## src/hw/rtl/accalu_pkg.sv

```systemverilog
// ----------------------------------------------------------------------------
// accalu_pkg
// Shared types and codes for the accumulator ALU with decimal adjust:
// operation codes, flag bit positions and the packed input and result words.
// ----------------------------------------------------------------------------
`default_nettype none

package accalu_pkg;

    // Operation codes carried in the func field.
    localparam logic [3:0] FUNC_ADD   = 4'd0;
    localparam logic [3:0] FUNC_ADC   = 4'd1;
    localparam logic [3:0] FUNC_SUB   = 4'd2;
    localparam logic [3:0] FUNC_SBC   = 4'd3;
    localparam logic [3:0] FUNC_CP    = 4'd4;
    localparam logic [3:0] FUNC_INC8  = 4'd5;
    localparam logic [3:0] FUNC_DEC8  = 4'd6;
    localparam logic [3:0] FUNC_CCF   = 4'd7;
    localparam logic [3:0] FUNC_SCF   = 4'd8;
    localparam logic [3:0] FUNC_DAA   = 4'd9;
    localparam logic [3:0] FUNC_CPL   = 4'd10;
    localparam logic [3:0] FUNC_INC16 = 4'd11;
    localparam logic [3:0] FUNC_DEC16 = 4'd12;
    localparam logic [3:0] FUNC_ADDHL = 4'd13;
    localparam logic [3:0] FUNC_ADDSP = 4'd14;

    // Flag bit positions within the flag nibble.
    localparam int unsigned FLAG_Z = 3;
    localparam int unsigned FLAG_N = 2;
    localparam int unsigned FLAG_H = 1;
    localparam int unsigned FLAG_C = 0;

    // Decimal adjust constants.
    localparam logic [3:0] BCD_DIGIT_MAX = 4'h9;
    localparam logic [7:0] BCD_BYTE_MAX  = 8'h99;
    localparam logic [7:0] BCD_ADJ_LO    = 8'h06;
    localparam logic [7:0] BCD_ADJ_HI    = 8'h60;

    localparam int unsigned IN_DATA_W  = 56;
    localparam int unsigned OUT_DATA_W = 40;

    // Input word; the last field sits in the lowest bits.
    typedef struct packed {
        logic [15:0] wide_b;
        logic [15:0] wide_a;
        logic [7:0]  operand;
        logic [3:0]  flags_in;
        logic [7:0]  acc_in;
        logic [3:0]  func;
    } in_item_t;

    // Result word; the last field sits in the lowest bits.
    typedef struct packed {
        logic [15:0] wide_result;
        logic [7:0]  byte_result;
        logic [3:0]  flags_out;
        logic [7:0]  acc_out;
    } out_item_t;

    // Accumulator and flags passed to and from the decimal adjust unit.
    typedef struct packed {
        logic [7:0] acc;
        logic [3:0] flags;
    } acc_flags_t;

endpackage : accalu_pkg

`default_nettype wire

```

## src/hw/rtl/accalu_daa.sv

```systemverilog
// ----------------------------------------------------------------------------
// accalu_daa
// Decimal adjust of the accumulator after a BCD add or subtract.
// ----------------------------------------------------------------------------
`default_nettype none

module accalu_daa (
    input  accalu_pkg::acc_flags_t src,
    output accalu_pkg::acc_flags_t dst
);

    logic       n_flag;
    logic       h_flag;
    logic       c_flag;
    logic [7:0] adj;
    logic       carry;
    logic [7:0] result;

    assign n_flag = src.flags[accalu_pkg::FLAG_N];
    assign h_flag = src.flags[accalu_pkg::FLAG_H];
    assign c_flag = src.flags[accalu_pkg::FLAG_C];

    // Choose the correction from the previous operation's direction and flags.
    always_comb
    begin
        adj   = 8'h00;
        carry = c_flag;
        if (!n_flag)
        begin
            if (h_flag || (src.acc[3:0] > accalu_pkg::BCD_DIGIT_MAX))
            begin
                adj = adj | accalu_pkg::BCD_ADJ_LO;
            end
            if (c_flag || (src.acc > accalu_pkg::BCD_BYTE_MAX))
            begin
                adj   = adj | accalu_pkg::BCD_ADJ_HI;
                carry = 1'b1;
            end
            result = src.acc + adj;
        end
        else
        begin
            if (h_flag)
            begin
                adj = adj | accalu_pkg::BCD_ADJ_LO;
            end
            if (c_flag)
            begin
                adj = adj | accalu_pkg::BCD_ADJ_HI;
            end
            result = src.acc - adj;
        end
    end

    // Half carry is always cleared; N is kept.
    assign dst.acc   = result;
    assign dst.flags = {(result == 8'h00), n_flag, 1'b0, carry};

endmodule : accalu_daa

`default_nettype wire

```

## src/hw/rtl/accalu_exec.sv

```systemverilog
// ----------------------------------------------------------------------------
// accalu_exec
// Combinational execute logic: the 8-bit and 16-bit arithmetic and the flags.
// ----------------------------------------------------------------------------
`default_nettype none

module accalu_exec (
    input  accalu_pkg::in_item_t  item,
    output accalu_pkg::out_item_t result
);

    logic                   cin;
    logic                   use_carry;
    logic [8:0]             add_sum;
    logic [4:0]             add_half;
    logic [8:0]             sub_diff;
    logic [4:0]             sub_half;
    logic [3:0]             add_flags;
    logic [3:0]             sub_flags;
    logic [7:0]             inc_byte;
    logic [7:0]             dec_byte;
    logic [16:0]            hl_sum;
    logic [12:0]            hl_half;
    logic [15:0]            sp_sum;
    logic [4:0]             sp_half;
    logic [8:0]             sp_low;
    accalu_pkg::acc_flags_t daa_src;
    accalu_pkg::acc_flags_t daa_dst;

    assign cin       = item.flags_in[accalu_pkg::FLAG_C];
    assign use_carry = cin && ((item.func == accalu_pkg::FUNC_ADC) ||
                               (item.func == accalu_pkg::FUNC_SBC));

    // Byte adder and subtractor shared by ADD, ADC, SUB, SBC and CP.
    assign add_sum  = {1'b0, item.acc_in} + {1'b0, item.operand} + {8'h00, use_carry};
    assign add_half = {1'b0, item.acc_in[3:0]} + {1'b0, item.operand[3:0]}
                    + {4'h0, use_carry};
    assign sub_diff = {1'b0, item.acc_in} - {1'b0, item.operand} - {8'h00, use_carry};
    assign sub_half = {1'b0, item.acc_in[3:0]} - {1'b0, item.operand[3:0]}
                    - {4'h0, use_carry};

    assign add_flags = {(add_sum[7:0] == 8'h00), 1'b0, add_half[4], add_sum[8]};
    assign sub_flags = {(sub_diff[7:0] == 8'h00), 1'b1, sub_half[4], sub_diff[8]};

    // Increment and decrement of the byte operand.
    assign inc_byte = item.operand + 8'h01;
    assign dec_byte = item.operand - 8'h01;

    // Sixteen-bit add into HL, half carry out of bit 11.
    assign hl_sum  = {1'b0, item.wide_a} + {1'b0, item.wide_b};
    assign hl_half = {1'b0, item.wide_a[11:0]} + {1'b0, item.wide_b[11:0]};

    // Stack pointer plus signed offset; flags come from the low byte add.
    assign sp_sum  = item.wide_a + {{8{item.operand[7]}}, item.operand};
    assign sp_half = {1'b0, item.wide_a[3:0]} + {1'b0, item.operand[3:0]};
    assign sp_low  = {1'b0, item.wide_a[7:0]} + {1'b0, item.operand};

    assign daa_src.acc   = item.acc_in;
    assign daa_src.flags = item.flags_in;

    accalu_daa u_daa (
        .src (daa_src),
        .dst (daa_dst)
    );

    // Select the result and flags for the operation.
    always_comb
    begin
        result.acc_out     = item.acc_in;
        result.flags_out   = item.flags_in;
        result.byte_result = 8'h00;
        result.wide_result = 16'h0000;
        unique case (item.func)
            accalu_pkg::FUNC_ADD,
            accalu_pkg::FUNC_ADC:
            begin
                result.acc_out   = add_sum[7:0];
                result.flags_out = add_flags;
            end
            accalu_pkg::FUNC_SUB,
            accalu_pkg::FUNC_SBC:
            begin
                result.acc_out   = sub_diff[7:0];
                result.flags_out = sub_flags;
            end
            accalu_pkg::FUNC_CP:
            begin
                result.flags_out = sub_flags;
            end
            accalu_pkg::FUNC_INC8:
            begin
                result.byte_result = inc_byte;
                result.flags_out   = {(inc_byte == 8'h00), 1'b0,
                                      (item.operand[3:0] == 4'hF), cin};
            end
            accalu_pkg::FUNC_DEC8:
            begin
                result.byte_result = dec_byte;
                result.flags_out   = {(dec_byte == 8'h00), 1'b1,
                                      (item.operand[3:0] == 4'h0), cin};
            end
            accalu_pkg::FUNC_CCF:
            begin
                result.flags_out = {item.flags_in[accalu_pkg::FLAG_Z], 2'b00, ~cin};
            end
            accalu_pkg::FUNC_SCF:
            begin
                result.flags_out = {item.flags_in[accalu_pkg::FLAG_Z], 3'b001};
            end
            accalu_pkg::FUNC_DAA:
            begin
                result.acc_out   = daa_dst.acc;
                result.flags_out = daa_dst.flags;
            end
            accalu_pkg::FUNC_CPL:
            begin
                result.acc_out   = ~item.acc_in;
                result.flags_out = item.flags_in | 4'b0110;
            end
            accalu_pkg::FUNC_INC16:
            begin
                result.wide_result = item.wide_a + 16'h0001;
            end
            accalu_pkg::FUNC_DEC16:
            begin
                result.wide_result = item.wide_a - 16'h0001;
            end
            accalu_pkg::FUNC_ADDHL:
            begin
                result.wide_result = hl_sum[15:0];
                result.flags_out   = {item.flags_in[accalu_pkg::FLAG_Z], 1'b0,
                                      hl_half[12], hl_sum[16]};
            end
            accalu_pkg::FUNC_ADDSP:
            begin
                result.wide_result = sp_sum;
                result.flags_out   = {2'b00, sp_half[4], sp_low[8]};
            end
            default:
            begin
                // The spare operation code keeps the accumulator and flags and gives zero results.
                result.acc_out = item.acc_in;
            end
        endcase
    end

endmodule : accalu_exec

`default_nettype wire

```

## src/hw/rtl/accumulator_alu_with_bcd_adjust_core.sv

```systemverilog
// ----------------------------------------------------------------------------
// accumulator_alu_with_bcd_adjust_core
// Eight-bit CPU arithmetic unit with decimal adjust and 16-bit helpers.
// ----------------------------------------------------------------------------
// Each word on the input stream carries one operation with the accumulator,
// flags and operands, and produces exactly one result word. A new word is
// accepted in every cycle while the output stream is not stalled, and its
// result is offered once the word has moved from the input register into
// the result register. The combinational execute logic works out the result
// while the word waits in the input register. The unit holds no state
// between words, so reset only empties the two registers, and a stalled
// output stream holds back the input once both registers are full.
`default_nettype none

module accumulator_alu_with_bcd_adjust_core (
    input  wire logic                             clk,
    input  wire logic                             rst_n,
    input  wire logic                             s_axis_tvalid,
    output      logic                             s_axis_tready,
    // func, acc_in, flags_in, operand, wide_a, wide_b (lowest bit up)
    input  wire logic [accalu_pkg::IN_DATA_W-1:0] s_axis_tdata,
    output      logic                             m_axis_tvalid,
    input  wire logic                             m_axis_tready,
    // acc_out, flags_out, byte_result, wide_result, then four zero bits
    output      logic [accalu_pkg::OUT_DATA_W-1:0] m_axis_tdata
);

    logic                  in_valid_reg;
    logic                  in_valid_next;
    accalu_pkg::in_item_t  in_item_reg;
    logic                  out_valid_reg;
    logic                  out_valid_next;
    accalu_pkg::out_item_t out_item_reg;
    accalu_pkg::out_item_t alu_result;
    logic                  out_ready;
    logic                  in_ready;

    // The result register frees when empty or taken; the input register
    // frees when empty or moving on into the result register.
    assign out_ready = !out_valid_reg || m_axis_tready;
    assign in_ready  = !in_valid_reg || out_ready;

    always_comb
    begin
        in_valid_next  = in_ready ? s_axis_tvalid : in_valid_reg;
        out_valid_next = out_ready ? in_valid_reg : out_valid_reg;
    end

    // Stage occupancy.
    always_ff @(posedge clk or negedge rst_n)
    begin
        if (!rst_n)
        begin
            in_valid_reg  <= 1'b0;
            out_valid_reg <= 1'b0;
        end
        else
        begin
            in_valid_reg  <= in_valid_next;
            out_valid_reg <= out_valid_next;
        end
    end

    // Payload registers.
    always_ff @(posedge clk)
    begin
        if (s_axis_tvalid && in_ready)
        begin
            in_item_reg <= accalu_pkg::in_item_t'(s_axis_tdata);
        end
        if (in_valid_reg && out_ready)
        begin
            out_item_reg <= alu_result;
        end
    end

    accalu_exec u_exec (
        .item   (in_item_reg),
        .result (alu_result)
    );

    assign s_axis_tready = in_ready;
    assign m_axis_tvalid = out_valid_reg;
    assign m_axis_tdata  = {4'h0, out_item_reg};

    // A full input register must hold back new words while the output stalls.
    assert property (@(posedge clk) disable iff (!rst_n)
        (in_valid_reg && out_valid_reg && !m_axis_tready) |-> !s_axis_tready)
        else $error("input accepted while both stages are full and stalled");

    // An accepted word is held in the input register on the next cycle.
    assert property (@(posedge clk) disable iff (!rst_n)
        (s_axis_tvalid && s_axis_tready) |=> in_valid_reg)
        else $error("accepted word lost from the input register");

    // A word moving on lands in the result register with its computed value.
    assert property (@(posedge clk) disable iff (!rst_n)
        (in_valid_reg && out_ready) |=>
            (m_axis_tvalid && (out_item_reg == $past(alu_result))))
        else $error("result register does not hold the executed word");

endmodule : accumulator_alu_with_bcd_adjust_core

`default_nettype wire
```

## config.mk

```make
export PLATFORM = sky130hd
export DESIGN_NAME = accumulator_alu_with_bcd_adjust_core
export DESIGN_NICKNAME = d
export VERILOG_FILES = /design/src/hw/rtl/accalu_pkg.sv /design/src/hw/rtl/accalu_daa.sv /design/src/hw/rtl/accalu_exec.sv /design/src/hw/rtl/accumulator_alu_with_bcd_adjust_core.sv
export SDC_FILE = /design/constraint.sdc
export NUM_CORES = 1
export LEC_CHECK = 0
export BUFFER_PORTS_ARGS = -buffer_cell sky130_fd_sc_hd__clkbuf_2
export CAP_MARGIN = 20
export CORE_MARGIN = 2
export CORE_UTILIZATION = 40
export DETAILED_ROUTE_END_ITERATION = 10
export PLACE_DENSITY_LB_ADDON = 0.25
export SKIP_LAST_GASP = 1
export SLEW_MARGIN = 30
export SYNTH_ARGS = -nofsm -noshare
export SYNTH_HDL_FRONTEND = slang
export SYNTH_SLANG_ARGS = --single-unit
```

## constraint.sdc

```tcl
create_clock -name clk -period 10.2 [get_ports clk]
set_input_delay 0.51 -clock clk [delete_from_list [all_inputs] [get_ports clk]]
set_output_delay 0.51 -clock clk [all_outputs]
set_load 0.01 [all_outputs]
```

After elaboration in Yosys (flattened, before gate mapping)
Cells that the tools add are included.
Widths: inputs -> output; s select.
{"block": "classes", "n_addsub": 19, "mul": 0, "div": 0, "magnitude_cmp": 2, "eq_ne": 15, "shift": 0, "n_mux": 13, "bitwise": 2, "reduce_logical": 20}
{"op": "$pmux 16 s4", "n": 1}
{"op": "$logic_not 8->1", "n": 5}
{"op": "$pmux 4 s10", "n": 1}
{"op": "$eq 4x4->1 const B", "n": 8}
{"op": "$pmux 8 s4", "n": 1}
{"op": "$mux 8", "n": 3}
{"op": "$add 8x8->9", "n": 2}
{"op": "$add 16x16->17", "n": 1}
{"op": "$add 16x1->16 const B", "n": 1}
{"op": "$add 16x16->16", "n": 1}
{"op": "$eq 4x3->1 const B", "n": 4}
{"op": "$pmux 8 s2", "n": 1}
{"op": "$sub 16x1->16 const B", "n": 1}
{"op": "$mux 7", "n": 2}
{"op": "$add 12x12->13", "n": 1}
{"op": "$add 4x4->5", "n": 2}
{"op": "$add 9x1->9", "n": 1}
{"op": "$sub 8x8->9", "n": 1}
{"op": "$sub 9x1->9", "n": 1}
{"op": "$add 8x1->8 const B", "n": 1}
{"op": "$add 8x8->8", "n": 1}
{"op": "$eq 4x2->1 const B", "n": 2}
{"op": "$gt 8x8->1 const B", "n": 1}
{"op": "$logic_not 4->1", "n": 2}
{"op": "16 further kinds", "n": 26}
{"block": "word_totals", "regBits": 94, "latchBits": 0, "mem_bits_rw": 0, "rom_bits": 0, "wordCells": 83, "mem_count": 0}

Depth between registers and ports, before layout
{"block": "logic_depth", "ltp_word": 9, "mapped_depth": 15, "depth_no_buf": 14}

Cells and area by module
A second synthesis with hierarchy kept.
{"block": "unflattened", "cells_unflattened": 668, "hier_area_um2": 6940.4}
{"module": "accalu_exec", "instances": 1, "cells_per_inst": 497, "area_per_inst_um2": 3579.7, "seq_area_each_um2": 0.0}
{"module": "accumulator_alu_with_bcd_adjust_core", "instances": 1, "cells_per_inst": 105, "area_per_inst_um2": 2900.3, "seq_area_each_um2": 2812.7}
{"module": "accalu_daa", "instances": 1, "cells_per_inst": 66, "area_per_inst_um2": 460.4, "seq_area_each_um2": 0.0}

Worst setup path before layout
No wires, ideal clock.
{"block": "synth_path", "path_kind": "register to register", "start": "register in_item_reg[2] in the netlist's numbering", "end": "register out_item_reg (netlist bit m_axis_tdata[8]) (data pin)", "setup_time_ns": 0.261, "arrival_ns": 3.264, "required_time_ns": 9.939, "setup_slack_ns": 6.675, "path_stages_with_launch": 16, "synth_period_minus_slack_ns": 3.525, "path_cell_list": "edfxtp_1 > inv_1 > clkbuf_1 > nand3_1 > inv_1 > fa_1 > inv_1 > ha_1 > nor2_1 > fa_1 > a21boi_0 > o21a_1 > o32ai_1 > xnor2_1 > o21ai_0 > o32a_1"}
{"element": "from (decl)", "line": "accumulator_alu_with_bcd_adjust_core.sv:30", "text": "accalu_pkg::in_item_t in_item_reg;"}
{"element": "from (signal assigned)", "line": "accumulator_alu_with_bcd_adjust_core.sv:69", "text": "in_item_reg <= accalu_pkg::in_item_t'(s_axis_tdata);"}
{"element": "to (signal assigned)", "line": "accumulator_alu_with_bcd_adjust_core.sv:73", "text": "out_item_reg <= alu_result;"}
{"element": "to (decl)", "line": "accumulator_alu_with_bcd_adjust_core.sv:33", "text": "accalu_pkg::out_item_t out_item_reg;"}

==> flow_summary_export.csv <==
group,metric,value,unit
timing,setup_violations,0,
setup_path,path_max_fanout,16,
synthesis,yosys.area.top_type,"edfxtp_1",
synthesis,yosys-top-cells-area,"edfxtp_1 (39%), ha_1 (13%), xnor2_1 (4.2%)",
clocking,clk_latency,370,ps
synthesis,synth_top_area_frac,0.391,
status,status,"finished clean",
clocking,cts_max_level,3,
placed_design,place_ws,6120,ps
placed_design,io_buffers,97,
routing,drtIter0Drc,586,
timing,fin_crit,4180,ps
synthesis,synth-seq-cells,94,
setup_path,max_stage_delay,690,ps
synthesis,synth-seq-area-share,0.398,
flow_run,maxCapViolations,0,
placed_design,place.gp.congestion,0.934,
hold_path,holdCritStartpoint,"s_axis_tdata[34]",
clocking,postCtsSetupBuffers,0,
synthesis,avgSynthCellArea,10.2,um^2
setup_path,reg2reg_depth,14,
floorplanning,row_count,48,
routing,dr.pass1.iters,5,
setup_path,r2r_start,"in_item_reg[2]",
placed_design,dp_hpwl,15300,um
setup_path,critical_path_class,"reg2reg",
synthesis,postSynthCellCount,690,
setup_path,cp.required,10330,ps
routing,vias,5880,
floorplanning,core,0.0173,mm^2
setup_path,r2r-end,"m_axis_tdata[8]",
setup_path,crit_path_end_kind,"flip-flop",
clocking,cts.path.max_buffers,2,
timing,hold_violations,0,
timing,setup_tns,0,ps
global_route,antenna_found_initial,0,
global_route,grt.met3_usage,0.0359,
final_layout,nNetsFinal,917,
power,p_leak,3.32,nW
final_layout,regArea,0.00281,mm^2
clocking,cts_tree,"done",
setup_path,cpMostUsedCell,"inv_1",
hold_path,hp-class,"in2reg",
clocking,clkTransAtPathRegs,80,ps
synthesis,synthFlopType,"edfxtp_1",
setup_path,critPathLaunchType,"flip-flop",
routing,drt-total-wl,19900,um
timing,period_share,0.410,
global_route,use_met1,0.314,
timing,max_slew_margin,0.382,
final_layout,largest_reg_flops,56,
final_layout,final_util,0.466,
timing,setup_ws,6020,ps
setup_path,slowest_stage,"edfxtp_1",
routing,routedWlPerCell,19.7,um
clocking,cts_inserted_buffers,9,
floorplanning,die_h,137,um
timing,final_max_slew_viol_count,0,
floorplanning,die_w,137,um
routing,ant_nets,0,
final_layout,final_layout_size_suffix_gt1_frac,0.175,
global_route,top_usage_layer,"met2",
floorplanning,ios,102,
global_route,grt_pass1_vias,5654,
setup_path,r2r_slack,6020,ps
power,powerDensity,143,mW/mm^2
hold_path,whs_path_depth,1,
routing,via_per_inst,5.83,
power,peakVddDrop,0.0834,mV
timing,skew,12.2,ps
final_layout,areaGrowthSynthToFinish,14.0,%
floorplanning,die_area,0.0187,mm^2
final_layout,final_common_cell,"clkbuf_2",
global_route,grtUsageTotal,0.219,
final_layout,mostFrequentLayoutCells,"clkbuf_2 (97), edfxtp_1 (92), ha_1 (73)",
synthesis,synth_edf_count,92,
synthesis,syn_area,0.00707,mm^2
timing,rsz0062_at_grt,"false",
setup_path,cp.arrival,4310,ps
global_route,grt_max_degree,57,
timing,fmax,0.239,GHz
synthesis,async_flop_share,0.0213,
floorplanning,start_util,0.408,
final_layout,multi_input_area,0.00399,mm^2
timing,worstMarginPinSlew,927,ps
global_route,grt_first_pass_wirelength,31300,um
global_route,met2_usage,0.342,
setup_path,crit_chain,"inv_1 > nand3_1 > inv_1 > fa_1 > inv_1 > ha_1 > nor2_1 > fa_1 > a21boi_0 > o21a_1 > o32ai_1 > xnor2_1 > o21ai_0 > o32a_1",
final_layout,fill_cells,1634,
final_layout,antenna_cells,0,
hold_path,worstHoldEndpoint,"in_item_reg[34]",
routing,detail_route.drc_violations,0,
clocking,clock-root-buffer,"clkbuf_16",
synthesis,yosysWarningCount,0,
synthesis,synth_cell_types,72,
global_route,grt_overflow,0,
clocking,clock_sinks,94,
-- Yosys cell counts (5+ instances only) --
master	instances
and3_1	7
inv_1	42
nand4_1	6
fa_1	6
nand2_1	31
o31ai_1	7
a211oi_1	10
clkbuf_1	16
nand2b_1	14
o21ai_0	27
nand3_1	24
nor2b_1	9
xnor2_1	34
nor3_1	21
nor2_1	33
a221oi_1	7
a21oi_1	52
o22ai_1	17
ha_1	73
buf_4	5
nor4_1	5
a31oi_1	11
xor2_1	15
a21o_1	19
or3_1	6
edfxtp_1	92
o221ai_1	8
-- routing by layer --
| layer | vias up | share of wire |
|---|---|---|
| li1 | 2823 | - |
| met1 | 2799 | 0.46 |
| met2 | 236 | 0.46 |
| met3 | 22 | 0.074 |
| met4 | 0 | 0.015 |
| met5 | - | 0 |
-- report_power, final --
part / switching, mW / internal (mW)
combinational: 0.185 / 0.129
sequential: 0.0305 / 0.462
clock: 0.173 / 0.172
-- logic make-up after synthesis --
logic type | share of synthesized area
xor+xnor | 0.0607
fa+ha+maj | 0.146
mux | 0.00744
buf+inv | 0.0407
other cells | 0.000531
simple gates | 0.137
flops | 0.398
compound gates | 0.209
-- per-stage QoR --
stage	total power, mW	cells	hold slack, ps	area (um^2)
2_1_floorplan	0.714	693	214	7080
3_3_place_gp	0.805	990	294	7730
3_5_place_dp	0.809	990	298	7740
4_1_cts	1.15	1007	304	8040
5_1_grt	1.21	1008	312	8050
6_report	1.15	1008	314	8050
-- cell type report --
type | count | area share
clock buffers | 9 | 0.0280
repair buffers | 100 | 0.0639
multi-input cells | 530 | 0.495
flip-flops and latches | 94 | 0.349
clock inverters | 7 | 0.00839
inverters | 43 | 0.0200
well taps | 225 | 0.0350
-- critical path, delay by kind of cell (launching register included) --
kind	cells	cell delay, ps
XOR/XNOR	1	160
adder cells (fa/ha/maj)	3	1060
flip-flops	1	690
buffers and inverters	3	500
AND/OR/NAND/NOR	2	280
AO/OA/AOI/OAI	5	1260
-- worst max-delay path by stage --
stage | start | end | slack, ps | depth (start not counted)
3_5_place_dp | in_item_reg[2] | m_axis_tdata[8] | 6120 | 14
5_1_grt | in_item_reg[2] | m_axis_tdata[8] | 5810 | 14
6_report | in_item_reg[2] | m_axis_tdata[8] | 6020 | 14
3_3_place_gp | in_item_reg[2] | m_axis_tdata[8] | 6320 | 14
4_1_cts | in_item_reg[2] | m_axis_tdata[8] | 6120 | 14
2_1_floorplan | in_item_reg[2] | m_axis_tdata[8] | 6670 | 15
-- what timing repair did --
item | CTS | global route
hold buffers | 1 | 0
resized for setup | 0 | 0
hold endpoints to repair | 2 | 0
Power figures use the tool's default switching activity.
